`config.mk`:
```
export PLATFORM = sky130hd
export DESIGN_NAME = one_wire_bus_master_top
export DESIGN_NICKNAME = d
export VERILOG_FILES = /design/src/rtl/core/owm_pkg.sv /design/src/rtl/core/owm_ctrl.sv /design/src/rtl/core/owm_out_reg.sv /design/src/rtl/core/one_wire_bus_master_top.sv
export VERILOG_INCLUDE_DIRS = /design/src /design/src/rtl/core
export SDC_FILE = /design/constraint.sdc
export NUM_CORES = 1
export LEC_CHECK = 0
export BUFFER_PORTS_ARGS = -buffer_cell sky130_fd_sc_hd__clkbuf_2
export CAP_MARGIN = 20
export CORE_UTILIZATION = 50
export CTS_CLUSTER_SIZE = 25
export DETAILED_ROUTE_END_ITERATION = 8
export GPL_TIMING_DRIVEN = 0
export PLACE_DENSITY = 0.69
export REMOVE_ABC_BUFFERS = 1
export SLEW_MARGIN = 20
export SYNTH_ARGS = -nofsm -noshare
export SYNTH_HDL_FRONTEND = slang
export SYNTH_SLANG_ARGS = --single-unit
```
`constraint.sdc`:
```
create_clock -name aclk -period 4.3 [get_ports aclk]
set_input_delay 0.215 -clock aclk [delete_from_list [all_inputs] [get_ports aclk]]
set_output_delay 0.215 -clock aclk [all_outputs]
set_load 0.01 [all_outputs]
```
`src/rtl/core/one_wire_bus_master_top_defines.svh`:
```
// ----------------------------------------------------------------------------
// one_wire_bus_master_top_defines: assertion helpers for the 1-Wire bus master
// Every check is sampled on aclk and is held off while aresetn is low.
// ----------------------------------------------------------------------------
`ifndef ONE_WIRE_BUS_MASTER_TOP_DEFINES_SVH
`define ONE_WIRE_BUS_MASTER_TOP_DEFINES_SVH

// The consequent must hold in the same cycle as the antecedent.
`define OWM_ASSERT_SAME(label, ante, cons, msg) \
    label: assert property (@(posedge aclk) disable iff (!aresetn) (ante) |-> (cons)) \
        else $error(msg);

// The consequent must hold in the cycle after the antecedent.
`define OWM_ASSERT_NEXT(label, ante, cons, msg) \
    label: assert property (@(posedge aclk) disable iff (!aresetn) (ante) |=> (cons)) \
        else $error(msg);

`endif

```
`src/rtl/core/owm_pkg.sv`:
```
// ----------------------------------------------------------------------------
// owm_pkg: shared types and timing for the 1-Wire bus master
// Holds the op and phase codes, the state and result structs and the
// per-phase tick counts.
// ----------------------------------------------------------------------------
package owm_pkg;

    // Bus timing in microsecond ticks
    localparam int RESET_TICKS       = 500;
    localparam int SHORT_LOW_TICKS   = 5;
    localparam int SLOT_TICKS        = 60;
    localparam int READ_SAMPLE_TICKS = 5;
    localparam int READ_TAIL_TICKS   = 50;

    localparam int TICK_W = 10;
    localparam int BITS_W = 4;
    localparam logic [BITS_W-1:0] BITS_PER_BYTE = 4'd8;

    // Down-counter load value for a phase: length minus one, zero length as one
    function automatic logic [TICK_W-1:0] span(input int ticks);
        logic [TICK_W-1:0] t;
        t = (ticks == 0) ? '0 : TICK_W'(ticks - 1);
        return t;
    endfunction

    localparam logic [TICK_W-1:0] RESET_SPAN     = span(RESET_TICKS);
    localparam logic [TICK_W-1:0] SHORT_LOW_SPAN = span(SHORT_LOW_TICKS);
    localparam logic [TICK_W-1:0] SLOT_SPAN      = span(SLOT_TICKS);
    localparam logic [TICK_W-1:0] RD_SAMPLE_SPAN = span(READ_SAMPLE_TICKS);
    localparam logic [TICK_W-1:0] RD_TAIL_SPAN   = span(READ_TAIL_TICKS);

    typedef enum logic [1:0] {
        OP_TICK  = 2'd0,
        OP_RESET = 2'd1,
        OP_WRITE = 2'd2,
        OP_READ  = 2'd3
    } op_t;

    typedef enum logic [2:0] {
        PH_IDLE    = 3'd0,
        PH_RST_LOW = 3'd1,
        PH_RST_REL = 3'd2,
        PH_BIT_LOW = 3'd3,
        PH_BIT_REL = 3'd4,
        PH_RECOVER = 3'd5,
        PH_RD_WAIT = 3'd6,
        PH_RD_TAIL = 3'd7
    } phase_t;

    typedef struct packed {
        phase_t              phase;
        op_t                 kind;
        logic [TICK_W-1:0]   tick_count;
        logic [BITS_W-1:0]   bits_left;
        logic [7:0]          shift_byte;
    } owm_state_t;

    typedef struct packed {
        logic       drive_low;
        logic       busy_res;
        logic       done_res;
        logic [7:0] read_byte;
        logic       refused;
    } owm_result_t;

    // Low time of a new bit slot: a written zero holds the line for a full slot
    function automatic logic [TICK_W-1:0] bit_low_span(input op_t kind,
                                                       input logic [7:0] sb);
        logic [TICK_W-1:0] t;
        t = (kind == OP_WRITE && !sb[0]) ? SLOT_SPAN : SHORT_LOW_SPAN;
        return t;
    endfunction

endpackage

```
`src/rtl/core/owm_ctrl.sv`:
```
// ----------------------------------------------------------------------------
// owm_ctrl: bus sequencer for the 1-Wire master
// Holds the phase, tick and bit counters and the shift byte, and works out
// one tick's result and next state from the accepted item.
// ----------------------------------------------------------------------------
module owm_ctrl (
    input  logic                 aclk,
    input  logic                 aresetn,
    input  logic                 accept,
    input  logic [1:0]           op,
    input  logic [7:0]           data_byte,
    input  logic                 line_in,
    output owm_pkg::owm_result_t result,
    output logic                 idle
);

    owm_pkg::owm_state_t state_reg;
    owm_pkg::owm_state_t state_next;
    owm_pkg::owm_state_t st;
    logic                finish;
    logic                bit_end;

    // State register, advanced once per accepted tick
    always_ff @(posedge aclk) begin
        if (!aresetn) begin
            state_reg <= '{phase: owm_pkg::PH_IDLE, kind: owm_pkg::OP_TICK,
                           tick_count: '0, bits_left: '0, shift_byte: '0};
        end else if (accept) begin
            state_reg <= state_next;
        end
    end

    assign idle = (state_reg.phase == owm_pkg::PH_IDLE);

    // One tick of the sequencer
    always_comb begin
        st      = state_reg;
        result  = '0;
        finish  = 1'b0;
        bit_end = 1'b0;

        // Command start, or refusal while an operation runs
        if (st.phase == owm_pkg::PH_IDLE) begin
            if (op != owm_pkg::OP_TICK) begin
                st.kind = owm_pkg::op_t'(op);
                if (op == owm_pkg::OP_RESET) begin
                    st.phase      = owm_pkg::PH_RST_LOW;
                    st.tick_count = owm_pkg::RESET_SPAN;
                end else begin
                    st.shift_byte = (op == owm_pkg::OP_WRITE) ? data_byte : 8'h00;
                    st.bits_left  = owm_pkg::BITS_PER_BYTE;
                    st.phase      = owm_pkg::PH_BIT_LOW;
                    st.tick_count = owm_pkg::bit_low_span(st.kind, st.shift_byte);
                end
            end
        end else if (op != owm_pkg::OP_TICK) begin
            result.refused = 1'b1;
        end

        if (st.phase != owm_pkg::PH_IDLE) begin
            result.busy_res  = 1'b1;
            result.drive_low = (st.phase == owm_pkg::PH_RST_LOW) ||
                               (st.phase == owm_pkg::PH_BIT_LOW);

            // Sample the bus on the last tick of the read wait
            if (st.phase == owm_pkg::PH_RD_WAIT && st.tick_count == '0) begin
                st.shift_byte = {line_in, st.shift_byte[7:1]};
            end

            // Count down, or move to the next phase
            if (st.tick_count != '0) begin
                st.tick_count = st.tick_count - 1'b1;
            end else begin
                case (st.phase)
                    owm_pkg::PH_RST_LOW: begin
                        st.phase      = owm_pkg::PH_RST_REL;
                        st.tick_count = owm_pkg::RESET_SPAN;
                    end
                    owm_pkg::PH_RST_REL: begin
                        finish = 1'b1;
                    end
                    owm_pkg::PH_BIT_LOW: begin
                        if (st.kind == owm_pkg::OP_WRITE) begin
                            if (st.shift_byte[0]) begin
                                st.phase      = owm_pkg::PH_BIT_REL;
                                st.tick_count = owm_pkg::SLOT_SPAN;
                            end else begin
                                st.phase      = owm_pkg::PH_RECOVER;
                                st.tick_count = '0;
                            end
                        end else begin
                            st.phase      = owm_pkg::PH_RD_WAIT;
                            st.tick_count = owm_pkg::RD_SAMPLE_SPAN;
                        end
                    end
                    owm_pkg::PH_RD_WAIT: begin
                        st.phase      = owm_pkg::PH_RD_TAIL;
                        st.tick_count = owm_pkg::RD_TAIL_SPAN;
                    end
                    default: begin
                        bit_end = 1'b1;
                    end
                endcase
            end

            // End of a bit slot: next bit or done
            if (bit_end) begin
                if (st.kind == owm_pkg::OP_WRITE) begin
                    st.shift_byte = {1'b0, st.shift_byte[7:1]};
                end
                st.bits_left = st.bits_left - 1'b1;
                if (st.bits_left == '0) begin
                    finish = 1'b1;
                end else begin
                    st.phase      = owm_pkg::PH_BIT_LOW;
                    st.tick_count = owm_pkg::bit_low_span(st.kind, st.shift_byte);
                end
            end

            if (finish) begin
                result.done_res = 1'b1;
                if (st.kind == owm_pkg::OP_READ) begin
                    result.read_byte = st.shift_byte;
                end
                st.phase      = owm_pkg::PH_IDLE;
                st.tick_count = '0;
            end
        end

        state_next = st;
    end

endmodule

```
`src/rtl/core/owm_out_reg.sv`:
```
// ----------------------------------------------------------------------------
// owm_out_reg: result register for the 1-Wire master
// Holds one result item and loads a new one while empty or in the cycle the old one leaves.
// ----------------------------------------------------------------------------
module owm_out_reg (
    input  logic                 aclk,
    input  logic                 aresetn,
    input  logic                 load,
    input  owm_pkg::owm_result_t res_in,
    input  logic                 m_ready,
    output logic                 m_valid,
    output logic                 can_load,
    output owm_pkg::owm_result_t res_out
);

    logic                 valid_reg;
    owm_pkg::owm_result_t data_reg;

    // Free when empty or when the held item is taken this cycle
    assign can_load = !valid_reg || m_ready;

    always_ff @(posedge aclk) begin
        if (!aresetn) begin
            valid_reg <= 1'b0;
        end else if (load) begin
            valid_reg <= 1'b1;
        end else if (m_ready) begin
            valid_reg <= 1'b0;
        end
    end

    // Payload, no reset needed
    always_ff @(posedge aclk) begin
        if (load) begin
            data_reg <= res_in;
        end
    end

    assign m_valid = valid_reg;
    assign res_out = data_reg;

endmodule

```
`src/rtl/core/one_wire_bus_master_top.sv`:
```
// ----------------------------------------------------------------------------
// one_wire_bus_master_top: 1-Wire bus master, one item per microsecond tick
// Result: an accepted item's result is registered and shown on the m_ side in the cycle after.
// Throughput: 1 item per cycle while m_ready is high, set by the single result register.
// Reset: synchronous aresetn low returns the sequencer to idle, output empty.
// ----------------------------------------------------------------------------
module one_wire_bus_master_top (
    input  logic       aclk,
    input  logic       aresetn,
    input  logic       s_valid,
    output logic       s_ready,
    input  logic [1:0] s_op,
    input  logic [7:0] s_data_byte,
    input  logic       s_line_in,
    output logic       m_valid,
    input  logic       m_ready,
    output logic       m_drive_low,
    output logic       m_busy_res,
    output logic       m_done_res,
    output logic [7:0] m_read_byte,
    output logic       m_refused
);

    logic                 accept;
    logic                 can_load;
    logic                 idle;
    logic                 busy_cmd;
    owm_pkg::owm_result_t tick_res;
    owm_pkg::owm_result_t out_res;

    assign s_ready = can_load;
    assign accept  = s_valid && can_load;

    // Sequencer
    owm_ctrl u_ctrl (
        .aclk      (aclk),
        .aresetn   (aresetn),
        .accept    (accept),
        .op        (s_op),
        .data_byte (s_data_byte),
        .line_in   (s_line_in),
        .result    (tick_res),
        .idle      (idle)
    );

    // Result register
    owm_out_reg u_out (
        .aclk     (aclk),
        .aresetn  (aresetn),
        .load     (accept),
        .res_in   (tick_res),
        .m_ready  (m_ready),
        .m_valid  (m_valid),
        .can_load (can_load),
        .res_out  (out_res)
    );

    assign m_drive_low = out_res.drive_low;
    assign m_busy_res  = out_res.busy_res;
    assign m_done_res  = out_res.done_res;
    assign m_read_byte = out_res.read_byte;
    assign m_refused   = out_res.refused;

    // Checks
    assign busy_cmd = accept && !idle && (s_op != owm_pkg::OP_TICK);

`include "one_wire_bus_master_top_defines.svh"

    `OWM_ASSERT_SAME(a_done_busy, m_valid && m_done_res, m_busy_res, "done without busy")
    `OWM_ASSERT_SAME(a_drive_busy, m_valid && m_drive_low, m_busy_res, "drive while not busy")
    `OWM_ASSERT_SAME(a_rb_done, m_valid && (m_read_byte != 8'h00), m_done_res, "stray read byte")
    `OWM_ASSERT_NEXT(a_refuse, busy_cmd, m_valid && m_refused, "busy command not refused")

endmodule

```
* Word-level counts from Yosys, hierarchy flattened
Cells that the tools add are included. W data, S select, Z words.
Word-level totals: register bits 40, bits in latches 0, bits in writable memories 0, memory bits (read-only) 0, input port bits 15, output and inout bits 14, logic and storage cells 82, memories kept 0
Operators by class: add/sub/neg operators 2, multiply operators 0, div/mod/pow operators 0, magnitude comparators 0, eq/ne operators 8, shifts and indexed selects 0, multiplexer cells 43, bitwise logic cells 0, reductions and logical operators 18
Operators with widths (number):
- $mux W8 | 7
- $mux W27 | 2
- $mux W10 | 5
- $mux W22 | 2
- $pmux W10 S3 | 1
- $mux W6 | 4
- $mux W3 | 5
- $mux W1 | 12
- $mux W12 | 1
- $logic_not A10 Y1 | 1
- $reduce_bool A10 Y1 | 1
- $sub A10 B1 Y10 const B | 1
- $mux W9 | 1
- $pmux W3 S3 | 1
- $eq A2 B2 Y1 const B | 3
- $eq A3 B2 Y1 const B | 2
- $logic_and A1 B1 Y1 | 4
- $logic_not A4 Y1 | 1
- $mux W2 | 2
- $reduce_bool A2 Y1 | 2
- $reduce_or A4 Y1 | 1
- $sub A4 B1 Y4 const B | 1
- $eq A3 B1 Y1 const B | 1
- $eq A3 B3 Y1 const B | 1
- other kinds (6) | 9

* Longest topological paths before layout
depth after elaboration 23, gate-level depth with buffers 15

* Modules after synthesis
A second synthesis with hierarchy kept.
Unflattened totals: cells, all modules 361, area, all modules 2859.0 um^2
By module, submodules not included:
- owm_ctrl | times used 1, cells each 344, area an instance 2443.6 um^2
- owm_out_reg | times used 1, cells each 16, area an instance 409.1 um^2
- one_wire_bus_master_top | times used 1, cells each 1, area an instance 6.3 um^2

* Least setup slack after synthesis
OpenSTA, ideal clock, no wires.
path type register -> register, start point register u_ctrl.state_reg[25] in the netlist's numbering, end point register u_ctrl.state_reg[13] in the netlist's numbering, library setup time 0.066 ns, arrival 3.711 ns, required time 4.234 ns, path slack 0.524 ns, stages on the path, launching flop included 14, path buffers 2, cell sequence dfxtp_1 -> buf_4 -> nor3_2 -> nand2_1 -> a21oi_1 -> ha_1 -> buf_2 -> or4b_4 -> nor4_4 -> mux2_2 -> or2_2 -> o221ai_1 -> a31oi_1 -> nor2_1
On the way: longest elaborated chain between the ends 16, elaborated cells on any way between the ends 40, those cells by class add/sub (2); eq/ne (5); mux (24); reduce/logical (9)
RTL lines:
- from (decl) | line owm_ctrl.sv:17 | owm_pkg::owm_state_t state_reg;
- from (signal assigned) | line owm_ctrl.sv:26 | state_reg <= '{phase: owm_pkg::PH_IDLE, kind: owm_pkg::OP_TICK,
- from (signal assigned) | line owm_ctrl.sv:29 | state_reg <= state_next;
- $logic_not A3 Y1 or $mux W27 (tied branches)
- $mux W27 * | line owm_ctrl.sv:43 | if (st.phase == owm_pkg::PH_IDLE) begin
- $logic_not A10 Y1 or $eq A3 B3 Y1 (tied branches) | line owm_ctrl.sv:66, owm_ctrl.sv:74
- $logic_and A1 B1 Y1 | line owm_ctrl.sv:66 | if (st.phase == owm_pkg::PH_RD_WAIT && st.tick_count == '0) begin
- $mux W8 | line owm_ctrl.sv:66
- $mux W8 | line owm_ctrl.sv:60 | if (st.phase != owm_pkg::PH_IDLE) begin
- $mux W8 | line owm_ctrl.sv:108 | if (st.kind == owm_pkg::OP_WRITE) begin
- $mux W8 | line owm_ctrl.sv:107 | if (bit_end) begin
- $mux W8 | line owm_ctrl.sv:60
- $logic_not A1 Y1 | line owm_pkg.sv:70 | t = (kind == OP_WRITE && !sb[0]) ? SLOT_SPAN : SHORT_LOW_SPAN;
- $logic_and A1 B1 Y1 | line owm_pkg.sv:70
- $mux W6 | line owm_pkg.sv:70
- $mux W10 | line owm_ctrl.sv:112 | if (st.bits_left == '0) begin
- $mux W22 | line owm_ctrl.sv:107
- $mux W10 | line owm_ctrl.sv:120 | if (finish) begin
- $mux W22 * | line owm_ctrl.sv:60
Mark *: on every way between the ends. The rest lies on a longest branch, timed or not. The select of a mux whose other input is x is not followed. A chain may end at the register's enable or synchronous reset.

* Final worst setup path
start point register u_ctrl.state_reg[24] in the netlist's numbering, end point register u_ctrl.state_reg[12] in the netlist's numbering
The elaborated chain is that of the path after synthesis.

==> results <==
- The cell at the root of the clock tree is clkbuf_8.
- The total area inside the core boundary comes to 5510 µm².
- The worst-case IR drop observed on VDD is 0.222 mV.
- In the final layout, the share of cells above drive strength 1 is 15.2%.
- The total net switching power is 456 µW.
- The pin slew with the least headroom to its limit is 914 ps.
- The relative slew slack is 38.7%.
- Counting every sink on the clock net gives 40.
- Averaged over all synthesized cells, the footprint is 7.90 µm².
- Once placement completed, the tool counted placed cells totaling 437.
- The number of flops mapped to enable cells by yosys is 12.
- The design internal power is 704 µW.
- Detailed placement finished with a half-perimeter wire length of 5.06 mm.
- The critical path goes through nor3_4, nand2_1, a21oi_2, ha_1, or4b_4, nor4_4, mux2_2, or2_2, nand2_1, o211ai_1, a211oi_1.
- The number of clock buffers added by TritonCTS is 5.
- The initial antenna violation count is 0.
- At the placement stage, the worst setup path has a slack of -349 ps.
- The number of max-slew violations in the final report is 0.
- The detailed router's first-iteration violation count is 200.
- The number of setup violations in the final report is 0.
- For the worst setup path, the data arrival time is 4210 ps.
- The count of port buffers added during placement is 28.
- Setup repair after global routing left no endpoint under its margin.
- The total DRC errors in the routed layout is 0.
- The post-layout worst setup margin is 291 ps.
- Synthesis produced 360 cells.
- The final hold violation count is 0.
- The cell repeated most along the worst path is nand2_1.
- The highest net fanout along the worst path is 18.
- The iteration count of the initial detailed-routing pass is 5.
- The flip-flop and latch area is 925 µm².
- The maximum number of pins on one net before global-route repair is 30.
- The share of total power dissipated in sequential elements is 40.8%.
- Broken down by cell family, the worst path's largest delay share belongs to simple AND/OR/NAND/NOR gates.
- The worst hold path belongs to the class primary input to register.
- The summed instance area of the synthesized netlist is 2850 µm².
- STA classifies the critical path endpoint as a register.
- The first global-routing pass estimated 12.0 mm of wire.
- The final critical-path share of the clock period is 93.2%.
- The via count of the first global-routing pass came to 2,450.
- Across all layers, the routed design uses 2,800 vias.
- The area used by multi-input combinational logic is 1810 µm².
- The share of synthesized area occupied by flip-flops and latches is 32.4%.
- CTS built an H-tree with a depth of 2.
- The number of standard cells in the layout, taps in and fillers out is 447.
- The final antenna-violating net count is 0.
- Between clock sinks in the finished design, the worst skew comes to 6.37 ps.
- Dividing the detail-routed wire length by the instance count gives 16.6 µm.
- The register with the most flip-flops in the layout has 27 of them.
- The aggregate global-route resource usage is 25.5%.
- The required time of the worst setup path is 4500 ps.
- Counting the fill cells in the layout gives 511.
- The number of primary I/O pins is 29.
- The power per cell area is 376 nW/µm².
- The worst-case hold slack is 152 ps.
- The highest clock rate is 249 MHz.
- Hold repair after CTS inserted 0 buffers.
- The final non-filler cell area is 3090 µm².
- The floorplan has 27 rows.
- The share of flip-flops with an asynchronous set or reset after synthesis is 0%.
- The fraction of power consumed by the clock network is 20.8%.
- The classification of the worst setup path is register to register.
- The post-layout total power is 1.16 mW.
- The routed wire length is 7.44 mm.
- Combinational logic is responsible for 38.4% of the overall power.
- The leading register cell type out of synthesis is dfxtp_1.
- The clock tree from TritonCTS is done.
- The master of the slowest instance on the critical path is or4b_4.
- The die is 77.4 µm tall.
- The global-route congestion overflow total is 0.
- The effective utilization at floorplan is 51.7%.
- The tool flagged a number of max-cap violations equal to 0.
- The final layout contains 392 nets.
- From synthesis to final layout, the design area changed by 8.44%.
- The chip width is 77.4 µm.
- The utilization after layout is 56.0%.
- The total of warnings raised by yosys is 0.
- The analysis attributes to cell leakage a power of 1.12 nW.
- On the worst path, the slowest cell contributes a delay of 570 ps.
- The clock passes through at most 2 buffers.
- Summed over all failing endpoints, the final setup total negative slack is 0 ps.
- Net switching is 39.3% of the power.
- The clock latency of the later-clocked register in the worst-skew pair is 290 ps.
- The clock transition time at the flip-flop clock pins of the worst setup and hold paths is 80 ps.
- The time the final worst path needs with I/O delays and setup is 4010 ps.
- Routability-driven placement finished with a final weighted congestion of 0.950.
- The post-detailed-route via-to-cell ratio is 6.26.
- Counting both buffers and inverters, the worst setup path holds a total of 0.
- In this run, distinct cell masters in the synthesized netlist total 68.
- The kind of launch point of the worst setup path is a register.
- The number of storage elements in the synthesis netlist is 40.
- The flow ran to the end, and the final reports show no timing, DRC or antenna violations.
- The die covers 6000 µm².
- Once placement finished, the instance area stood at 2970 µm².
- The number of antenna diodes in the final layout is 0.
tightest hold or removal path, delay by kind of cell:
| family | cells | cell delay, ps |
|---|---|---|
| AOI/OAI and AO/OA | 1 | 50 |
| buffers and inverters | 2 | 130 |
synth_stat cells, types with 3 or more instances:
cell type   n  area (µm²)
clkbuf_1   15        56.3
o21a_1      3        22.5
o31ai_1     3        22.5
mux2i_1    11         110
nand3_1    10        50.1
o211ai_1    6        45.0
nand3b_1    5        37.5
and3_1      4        25.0
o21ai_0    23         115
a21oi_1    33         165
nor3b_1     6        45.0
and2_1      3        18.8
edfxtp_1   12         360
ha_1        3        37.5
inv_1       3        11.3
dfxtp_1    28         561
nor2_1     42         158
a211oi_1    8        60.1
nor2b_1     7        43.8
nor3_1     10        50.1
buf_2       4        20.0
a31oi_1     3        18.8
nand2_1    50         188
o22ai_1     4        25.0
nand2b_1    4        25.0
or2_2       3        18.8
nor4_1      4        25.0
layout by cell type (no fill, tap or decap), drive strengths merged, types with 3 or more instances in the layout:
cell type,Yosys,final
a211oi,9,9
a21oi,34,34
a31oi,3,3
and2,3,3
and3,4,4
clkbuf,15,35
clkinv,2,3
dfxtp,28,28
edfxtp,12,12
ha,3,3
inv,3,3
mux2i,11,11
nand2,50,50
nand2b,4,4
nand3,10,10
nand3b,5,5
nor2,42,42
nor2b,7,7
nor3,12,12
nor3b,6,6
nor4,7,7
o211ai,6,6
o21a,3,3
o21ai,24,24
o22ai,4,4
o31ai,3,3
or2,4,4
or4b,3,3
cell families after synthesis:
| logic type | share of synthesized area, % |
|---|---|
| adder cells (fa/ha/maj) | 1.32 |
| XOR/XNOR | 0.308 |
| buffers and inverters | 4.40 |
| AND/OR/NAND/NOR | 32.4 |
| flip-flops | 32.4 |
| multiplexers | 4.27 |
| AO/OA/AOI/OAI | 24.9 |
what timing repair did:
item                                    4_1_cts  5_1_grt
endpoints found under the hold margin         0        0
setup buffers                                 1        0
endpoints found under the setup margin       10        6
pin swaps                                     1        0
resized for setup                             1        4
layer usage:
layer  wire, µm  up-vias  GRT usage (%)
met2       3410      100           40.7
li1           -     1371              -
met4        138        0           12.5
met1       3450     1316           33.1
met3        438       13           4.35
met5          0        -              0
area by class of cell:
cell class / instances / share of cell area (%)
inverter: 5 / 0.608
clock inverter: 1 / 0.122
tap: 72 / 2.92
sequential: 40 / 30.0
multi-input combinational: 292 / 58.6
clock buffer: 7 / 2.47
timing repair buffer: 30 / 5.27
worst paths after layout:
check                  startpoint  depth (start not counted)  slack (ps)              endpoint
min                       s_valid                          3         150         u_out.m_valid
max          u_ctrl.state_reg[24]                         11         290  u_ctrl.state_reg[12]
min reg2reg   u_ctrl.state_reg[5]                          2         460   u_ctrl.state_reg[5]
max reg2reg  u_ctrl.state_reg[24]                         11         290  u_ctrl.state_reg[12]
power by group through the flow:
stage               Combinational [mW]  Sequential [mW]  Clock (mW)
finish                           0.445            0.473       0.241
global route                     0.490            0.478       0.261
CTS                              0.433            0.470       0.246
detailed placement               0.426            0.478           0
global placement                 0.423            0.477           0
floorplan                        0.321            0.471           0
No activity file was read; power rests on OpenSTA's default activity.
